**src/rtl/core/cfd_pkg.sv**
```systemverilog
// ----------------------------------------------------------------------------
// cfd_pkg
// Types, constants and arithmetic helpers shared by the colour fade dither
// fill core.
// ----------------------------------------------------------------------------
package cfd_pkg;

  localparam int LED_COUNT = 64;
  localparam int CNT_W     = (LED_COUNT > 1) ? $clog2(LED_COUNT) : 1;

  localparam logic OP_BLEND = 1'b0;
  localparam logic OP_FINAL = 1'b1;

  typedef struct packed {
    logic       opcode;
    logic [7:0] src_red;
    logic [7:0] src_green;
    logic [7:0] src_blue;
    logic [7:0] start_level;
    logic       start_on;
    logic [7:0] target_red;
    logic [7:0] target_green;
    logic [7:0] target_blue;
    logic [7:0] target_level;
    logic       target_on;
    logic [15:0] progress;
  } cfd_in_t;

  typedef struct packed {
    logic [5:0] led_index;
    logic [7:0] pixel_red;
    logic [7:0] pixel_green;
    logic [7:0] pixel_blue;
    logic       last_pixel;
  } cfd_out_t;

  typedef struct packed {
    logic [15:0] ch_red;
    logic [15:0] ch_green;
    logic [15:0] ch_blue;
    logic [15:0] bright;
  } cfd_lvl_t;

  typedef struct packed {
    logic [31:0] red;
    logic [31:0] green;
    logic [31:0] blue;
  } cfd_prod_t;

  typedef struct packed {
    logic [7:0]  px;
    logic [25:0] err;
  } cfd_dith_t;

  // Linear blend of two 8-bit values to 16 bits; the sum is never negative.
  function automatic logic [15:0] blend16(input logic [7:0] s, input logic [7:0] t,
                                          input logic [15:0] p);
    logic signed [8:0]  d;
    logic signed [25:0] v;
    d = $signed({1'b0, t}) - $signed({1'b0, s});
    v = $signed({2'b00, s, 16'h0000}) + d * $signed({1'b0, p});
    return v[23:8];
  endfunction

  // One error diffusion step: pixel saturated at 255, remainder carried.
  function automatic cfd_dith_t dither_step(input logic [31:0] prod,
                                            input logic [25:0] err);
    logic [32:0] v;
    logic [32:0] rem;
    cfd_dith_t   r;
    v     = {1'b0, prod} + {7'b0, err};
    r.px  = v[32] ? 8'hFF : v[31:24];
    rem   = v - {1'b0, r.px, 24'h000000};
    r.err = rem[25:0];
    return r;
  endfunction

endpackage

```
**src/rtl/core/cfd_front.sv**
```systemverilog
// ----------------------------------------------------------------------------
// cfd_front
// Accepts fade steps, works out the 16-bit channel and brightness levels and
// forms the three channel products in a two-stage pipeline.
// ----------------------------------------------------------------------------
module cfd_front (
  input  logic               clk,
  input  logic               rst_n,
  input  logic               in_valid,
  output logic               in_ready,
  input  cfd_pkg::cfd_in_t   in_data,
  output logic               q_valid,
  input  logic               q_ready,
  output cfd_pkg::cfd_prod_t q_data
);
  import cfd_pkg::*;

  logic      s1_v_r, s1_v_nxt;
  logic      s2_v_r, s2_v_nxt;
  cfd_lvl_t  s1_r, s1_nxt;
  cfd_prod_t s2_r, s2_nxt;
  logic      s1_take, s2_take;
  logic [7:0] s_lvl, t_lvl;

  assign s2_take  = !s2_v_r || q_ready;
  assign s1_take  = !s1_v_r || s2_take;
  assign in_ready = s1_take;
  assign q_valid  = s2_v_r;
  assign q_data   = s2_r;

  assign s_lvl = in_data.start_on  ? in_data.start_level  : 8'h00;
  assign t_lvl = in_data.target_on ? in_data.target_level : 8'h00;

  always_comb begin
    s1_v_nxt = s1_take ? in_valid : s1_v_r;
    s1_nxt   = s1_r;
    if (in_valid && s1_take) begin
      if (in_data.opcode == OP_BLEND) begin
        s1_nxt.ch_red   = blend16(in_data.src_red,   in_data.target_red,   in_data.progress);
        s1_nxt.ch_green = blend16(in_data.src_green, in_data.target_green, in_data.progress);
        s1_nxt.ch_blue  = blend16(in_data.src_blue,  in_data.target_blue,  in_data.progress);
        s1_nxt.bright   = blend16(s_lvl, t_lvl, in_data.progress);
      end else begin
        s1_nxt.ch_red   = {in_data.target_red,   8'h00};
        s1_nxt.ch_green = {in_data.target_green, 8'h00};
        s1_nxt.ch_blue  = {in_data.target_blue,  8'h00};
        s1_nxt.bright   = {t_lvl, 8'h00};
      end
    end
  end

  always_comb begin
    s2_v_nxt = s2_take ? s1_v_r : s2_v_r;
    s2_nxt   = s2_r;
    if (s1_v_r && s2_take) begin
      s2_nxt.red   = {16'h0000, s1_r.ch_red}   * {16'h0000, s1_r.bright};
      s2_nxt.green = {16'h0000, s1_r.ch_green} * {16'h0000, s1_r.bright};
      s2_nxt.blue  = {16'h0000, s1_r.ch_blue}  * {16'h0000, s1_r.bright};
    end
  end

  always_ff @(posedge clk) begin
    if (!rst_n) begin
      s1_v_r <= 1'b0;
      s2_v_r <= 1'b0;
    end else begin
      s1_v_r <= s1_v_nxt;
      s2_v_r <= s2_v_nxt;
    end
  end

  always_ff @(posedge clk) begin
    s1_r <= s1_nxt;
    s2_r <= s2_nxt;
  end

endmodule

```
**src/rtl/core/cfd_queue.sv**
```systemverilog
// ----------------------------------------------------------------------------
// cfd_queue
// Two-entry queue of channel products between the front and back parts.
// ----------------------------------------------------------------------------
module cfd_queue (
  input  logic               clk,
  input  logic               rst_n,
  input  logic               push_valid,
  output logic               push_ready,
  input  cfd_pkg::cfd_prod_t push_data,
  output logic               pop_valid,
  input  logic               pop,
  output cfd_pkg::cfd_prod_t pop_data
);
  import cfd_pkg::*;

  cfd_prod_t  mem_r [2];
  logic       wr_ptr_r, wr_ptr_nxt;
  logic       rd_ptr_r, rd_ptr_nxt;
  logic [1:0] cnt_r, cnt_nxt;
  logic       do_push, do_pop;

  assign push_ready = (cnt_r != 2'd2);
  assign pop_valid  = (cnt_r != 2'd0);
  assign pop_data   = mem_r[rd_ptr_r];
  assign do_push    = push_valid && push_ready;
  assign do_pop     = pop && pop_valid;

  always_comb begin
    wr_ptr_nxt = do_push ? !wr_ptr_r : wr_ptr_r;
    rd_ptr_nxt = do_pop  ? !rd_ptr_r : rd_ptr_r;
    cnt_nxt    = cnt_r + {1'b0, do_push} - {1'b0, do_pop};
  end

  always_ff @(posedge clk) begin
    if (!rst_n) begin
      wr_ptr_r <= 1'b0;
      rd_ptr_r <= 1'b0;
      cnt_r    <= 2'd0;
    end else begin
      wr_ptr_r <= wr_ptr_nxt;
      rd_ptr_r <= rd_ptr_nxt;
      cnt_r    <= cnt_nxt;
    end
  end

  always_ff @(posedge clk) begin
    if (do_push) begin
      mem_r[wr_ptr_r] <= push_data;
    end
  end

endmodule

```
**src/rtl/core/cfd_back.sv**
```systemverilog
// ----------------------------------------------------------------------------
// cfd_back
// Walks the strip for the item at the head of the queue, carrying the
// quantisation error of each channel from LED to LED.
// ----------------------------------------------------------------------------
module cfd_back (
  input  logic               clk,
  input  logic               rst_n,
  input  logic               q_valid,
  output logic               q_pop,
  input  cfd_pkg::cfd_prod_t q_data,
  output logic               out_valid,
  input  logic               out_ready,
  output cfd_pkg::cfd_out_t  out_data
);
  import cfd_pkg::*;

  logic [CNT_W-1:0] cnt_r, cnt_nxt;
  logic [25:0]      err_r [3];
  logic [25:0]      err_nxt [3];
  logic             out_valid_r, out_valid_nxt;
  cfd_out_t         out_data_r, out_data_nxt;
  cfd_dith_t        d_red, d_green, d_blue;
  logic             emit, last;

  assign emit  = q_valid && (!out_valid_r || out_ready);
  assign last  = (cnt_r == CNT_W'(LED_COUNT - 1));
  assign q_pop = emit && last;

  assign d_red   = dither_step(q_data.red,   err_r[0]);
  assign d_green = dither_step(q_data.green, err_r[1]);
  assign d_blue  = dither_step(q_data.blue,  err_r[2]);

  assign out_valid = out_valid_r;
  assign out_data  = out_data_r;

  always_comb begin
    cnt_nxt       = cnt_r;
    err_nxt       = err_r;
    out_data_nxt  = out_data_r;
    out_valid_nxt = out_valid_r && !out_ready;
    if (emit) begin
      out_valid_nxt            = 1'b1;
      out_data_nxt.led_index   = 6'(cnt_r);
      out_data_nxt.pixel_red   = d_red.px;
      out_data_nxt.pixel_green = d_green.px;
      out_data_nxt.pixel_blue  = d_blue.px;
      out_data_nxt.last_pixel  = last;
      if (last) begin
        cnt_nxt    = '0;
        err_nxt[0] = '0;
        err_nxt[1] = '0;
        err_nxt[2] = '0;
      end else begin
        cnt_nxt    = cnt_r + 1'b1;
        err_nxt[0] = d_red.err;
        err_nxt[1] = d_green.err;
        err_nxt[2] = d_blue.err;
      end
    end
  end

  always_ff @(posedge clk) begin
    if (!rst_n) begin
      cnt_r       <= '0;
      err_r[0]    <= '0;
      err_r[1]    <= '0;
      err_r[2]    <= '0;
      out_valid_r <= 1'b0;
    end else begin
      cnt_r       <= cnt_nxt;
      err_r       <= err_nxt;
      out_valid_r <= out_valid_nxt;
    end
  end

  always_ff @(posedge clk) begin
    out_data_r <= out_data_nxt;
  end

endmodule

```
**src/rtl/core/color_fade_dither_fill_core.sv**
```systemverilog
// ----------------------------------------------------------------------------
// color_fade_dither_fill_core
// Turns one fade step of an RGB strip into a dithered pixel for every LED.
//
// The input channel (in_valid, in_ready, in_data) takes one fade step per
// beat: start and target colour, brightness, on flags, opcode and progress.
// The result channel (out_valid, out_ready, out_data) gives LED_COUNT beats
// per step, one pixel each, in LED order, with last_pixel on the final LED.
// The first pixel of a step passes through the level stage, the product
// stage, the queue and the output register. The back part emits one
// pixel per cycle unless out_ready stalls it; that single dithering walk
// over all LED_COUNT LEDs (64 here) sets the sustained step rate. The
// front part computes levels and products in two stages and queues up to two
// steps, so new ones are taken while earlier ones are still being walked out.
// A stall on out_ready holds the current pixel and pauses the walk; the
// queue then fills and in_ready falls. A synchronous reset on rst_n empties
// every stage and the queue and clears the carried errors.
// ----------------------------------------------------------------------------
module color_fade_dither_fill_core (
  input  logic              clk,
  input  logic              rst_n,
  input  logic              in_valid,
  output logic              in_ready,
  input  cfd_pkg::cfd_in_t  in_data,
  output logic              out_valid,
  input  logic              out_ready,
  output cfd_pkg::cfd_out_t out_data
);
  import cfd_pkg::*;

  logic      f_valid, f_ready;
  cfd_prod_t f_data;
  logic      b_valid, b_pop;
  cfd_prod_t b_data;

  cfd_front u_front (
    .clk      (clk),
    .rst_n    (rst_n),
    .in_valid (in_valid),
    .in_ready (in_ready),
    .in_data  (in_data),
    .q_valid  (f_valid),
    .q_ready  (f_ready),
    .q_data   (f_data)
  );

  cfd_queue u_queue (
    .clk        (clk),
    .rst_n      (rst_n),
    .push_valid (f_valid),
    .push_ready (f_ready),
    .push_data  (f_data),
    .pop_valid  (b_valid),
    .pop        (b_pop),
    .pop_data   (b_data)
  );

  cfd_back u_back (
    .clk       (clk),
    .rst_n     (rst_n),
    .q_valid   (b_valid),
    .q_pop     (b_pop),
    .q_data    (b_data),
    .out_valid (out_valid),
    .out_ready (out_ready),
    .out_data  (out_data)
  );

endmodule

```
**config.mk**
```make
export PLATFORM = sky130hd
export DESIGN_NAME = color_fade_dither_fill_core
export DESIGN_NICKNAME = d
export VERILOG_FILES = /design/src/rtl/core/cfd_pkg.sv /design/src/rtl/core/cfd_front.sv /design/src/rtl/core/cfd_queue.sv /design/src/rtl/core/cfd_back.sv /design/src/rtl/core/color_fade_dither_fill_core.sv
export SDC_FILE = /design/constraint.sdc
export NUM_CORES = 2
export LEC_CHECK = 0
export BUFFER_PORTS_ARGS = -buffer_cell sky130_fd_sc_hd__buf_4
export CAP_MARGIN = 0
export CORE_UTILIZATION = 66
export CTS_CLUSTER_DIAMETER = 30
export CTS_CLUSTER_SIZE = 28
export DETAILED_ROUTE_END_ITERATION = 6
export PLACE_DENSITY = 0.79
export SYNTH_ARGS = -nofsm -noshare
export SYNTH_HDL_FRONTEND = slang
export SYNTH_SLANG_ARGS = --single-unit
```
**constraint.sdc**
```tcl
create_clock -name clk -period 10.9 [get_ports clk]
set_input_delay 0.545 -clock clk [delete_from_list [all_inputs] [get_ports clk]]
set_output_delay 0.545 -clock clk [all_outputs]
set_load 0.05 [all_outputs]
```
==> qor.csv <==
metric,value,unit
Post-CTS Resized,0,
Synth Flop Type,edfxtp_1,
synth top area cells,"fa_1, edfxtp_1, ha_1, inv_1, and2_1",
WL final,138.0,mm
final setup vio count,0,
Final Slew Violations,0,
placed insts,7791,
Synth area leader,fa_1,
Worst-path clk slew,0.05,ns
port bufs,119,
number of global-route vias before repair,48370,
layout cells sized above 1,6.790,%
worst hold path class,primary input to flop,
most frequent CP cell,fa_1,
WP data arrival,7.97,ns
R2R Path Start,u_front.s1_r[13]$_DFFE_PP_,
asr flop ratio synth,0,%
hold_sp,in_valid,
Total Routing Usage GR,29.34,%
total iterations of the first detailed-routing run,5,
Synth cell types,74,
#FFs+latches synth,475,
dpl ws,2.637,ns
CTS Sinks,475,
largest net degree at the start of global routing,77,
CTS Buf Count,84,
# DRC,0,
Antenna Nets Post-Route,0,
max cap viols,0,
top-count cell post-synth,inv_1,
Die Width,314.7,µm
H-tree depth,3,
Crit path required time,11.29,ns
Max Freq,131.9,MHz
Commonest cells post-synth,"inv_1, fa_1, nand2_1",
R2R depth,21,
Syn Inst Count,6618,
Synth top area share,31.30,%
Initial Utilization,66.73,%
via count,45190,
syn nets,8332,
setup_tns,0,ns
slowest cell on the critical path,fa_1,
CP peak stage delay,0.50,ns
hold_buf cts,0,
CTS max path bufs,3,
drt initial violations,2959,
cell count of the worst hold path,3,
synthesized area per cell,9.751,µm²
Final Hold Viols,0,
Fin Clk Skew,0.04948,ns
clk_lat worst skew,0.65,ns
drt wl/cell,17.36,µm
WHS,0.1854,ns
Reg-to-Reg End,u_front.q_data[63]$_DFFE_PP_,
Synth Cell Area,0.06453,mm²
Cell Rows,114,
Congestion Overflow GR,0,
first-pass GRT wire length,235.6,mm
core area,0.09671,mm²
setup bufs post-CTS,0,
critical path capture point type,flop,
Worst slew margin,28.76,%
fin cells,7949,
die area,0.09903,mm²
Post-synth EDFFs,383,
Clk Tree Root Cell,clkbuf_16,
RePlAce Congestion,0.8727,
worst-margin pin slew,1.069,ns
# IOs,120,
dpl hpwl,103.4,mm
Yosys warning total,0,
crit-path max FO,16,
Worst Setup Path Type,primary input to flop,
RSZ-0062 raised after global routing,false,
Setup WS post-layout,3.320,ns
Worst Hold Path EP,u_front.s1_v_r$_SDFFE_PN0N_,
Die Span Y,314.7,µm
initial antenna violation count,1,
run status,finished clean,
NumNets Final,8315,
final worst path period need,7.580,ns
vias per inst,5.685,
area delta synth->final,7.393,%
"Seq/Total Area, Yosys",20.68,%
CTS tree,done,
reg-to-reg setup timing slack,3.76,ns
crit start category,primary input,
crit share post-route,69.54,%
-- area by class of cell --
| class | instances | area, µm² |
|---|---|---|
| diodes | 1 | 2.502 |
| clock buffers | 94 | 2191 |
| clock inverters | 63 | 694.4 |
| fillers | 7036 | 27410 |
| inverters | 1246 | 4677 |
| multi-input cells | 4625 | 45530 |
| flip-flops and latches | 475 | 13350 |
| well taps | 1276 | 1597 |
| repair buffers | 169 | 1269 |
-- layer usage --
layer	part of all wire (%)	track usage [%]	vias to the layer above
met5	0	0	-
met4	2.6	9.687	0
met3	6.5	3.565	244
met2	48	49.01	1466
met1	43	40.03	22740
li1	-	-	20740
-- state kept, by name, indices dropped and copies added, names as in the netlist, 2 cells and up, named ones only --
signal / count
u_back.out_data: 31
u_back.cnt_r: 6
u_queue.mem_r: 192
u_front.q_data: 96
u_front.s1_r: 64
u_queue.cnt_r: 2
u_back.err_r: 78
-- layout by cell type, fill, tap and decap left out, types with 113 or more instances in the layout --
cell type | synthesis | routed
and2_1 | 538 | 537
o21ai_0 | 122 | 122
ha_1 | 618 | 618
fa_1 | 1009 | 1009
xnor2_1 | 168 | 167
nand2_1 | 798 | 798
inv_1 | 1244 | 1244
nor2_1 | 178 | 176
buf_4 | 0 | 169
edfxtp_1 | 383 | 383
a21oi_1 | 180 | 180
nor2b_1 | 114 | 113
-- per-stage QoR --
| stage | area [µm²] | utilization [%] |
|---|---|---|
| floorplan | 64530 | - |
| global placement | 66410 | 68.68 |
| detailed placement | 66410 | 68.68 |
| CTS | 69300 | 71.66 |
| global route | 69300 | 71.66 |
| finish | 69300 | 71.66 |
-- worst max path at each step --
stage                                       endpoint  cells past startpoint   startpoint  slack, ns
after global routing      u_front.s1_r[63]$_DFFE_PP_                     32  in_data[75]       2.88
after global placement    u_front.s1_r[63]$_DFFE_PP_                     32  in_data[75]       2.77
after floorplan           u_front.s1_r[63]$_DFFE_PP_                     31  in_data[75]       3.19
final                     u_front.s1_r[63]$_DFFE_PP_                     32  in_data[75]       3.32
after detailed placement  u_front.s1_r[63]$_DFFE_PP_                     32  in_data[75]       2.64
after CTS                 u_front.s1_r[63]$_DFFE_PP_                     32  in_data[75]       3.32
-- cells by family (layout without fill, tap and decap cells) --
| kind of cell | count (synthesis) | count (layout) | share of synthesized area [%] |
|---|---|---|---|
| other | 0 | 1 | 0 |
| DFF | 475 | 475 | 20.68 |
| adders and majority gates | 1627 | 1627 | 43.28 |
| AOI/OAI and AO/OA | 666 | 666 | 6.707 |
| buffers and inverters | 1518 | 1572 | 8.834 |
| xor gates and xnor gates | 257 | 257 | 3.488 |
| and+or+nand+nor | 1969 | 1969 | 15.21 |
| muxes | 106 | 106 | 1.805 |
-- critical path: cells and delay by family --
kind / cells / cell delay [ns]
xor+xnor: 2 / 0.21
compound gates: 11 / 2.52
buf+inv: 6 / 0.57
simple gates: 5 / 0.89
fa+ha+maj: 7 / 2.98
mux: 1 / 0.26
Power is not shown: default switching activity piles up to over one toggle a cycle in this logic, so the estimate is an artifact.
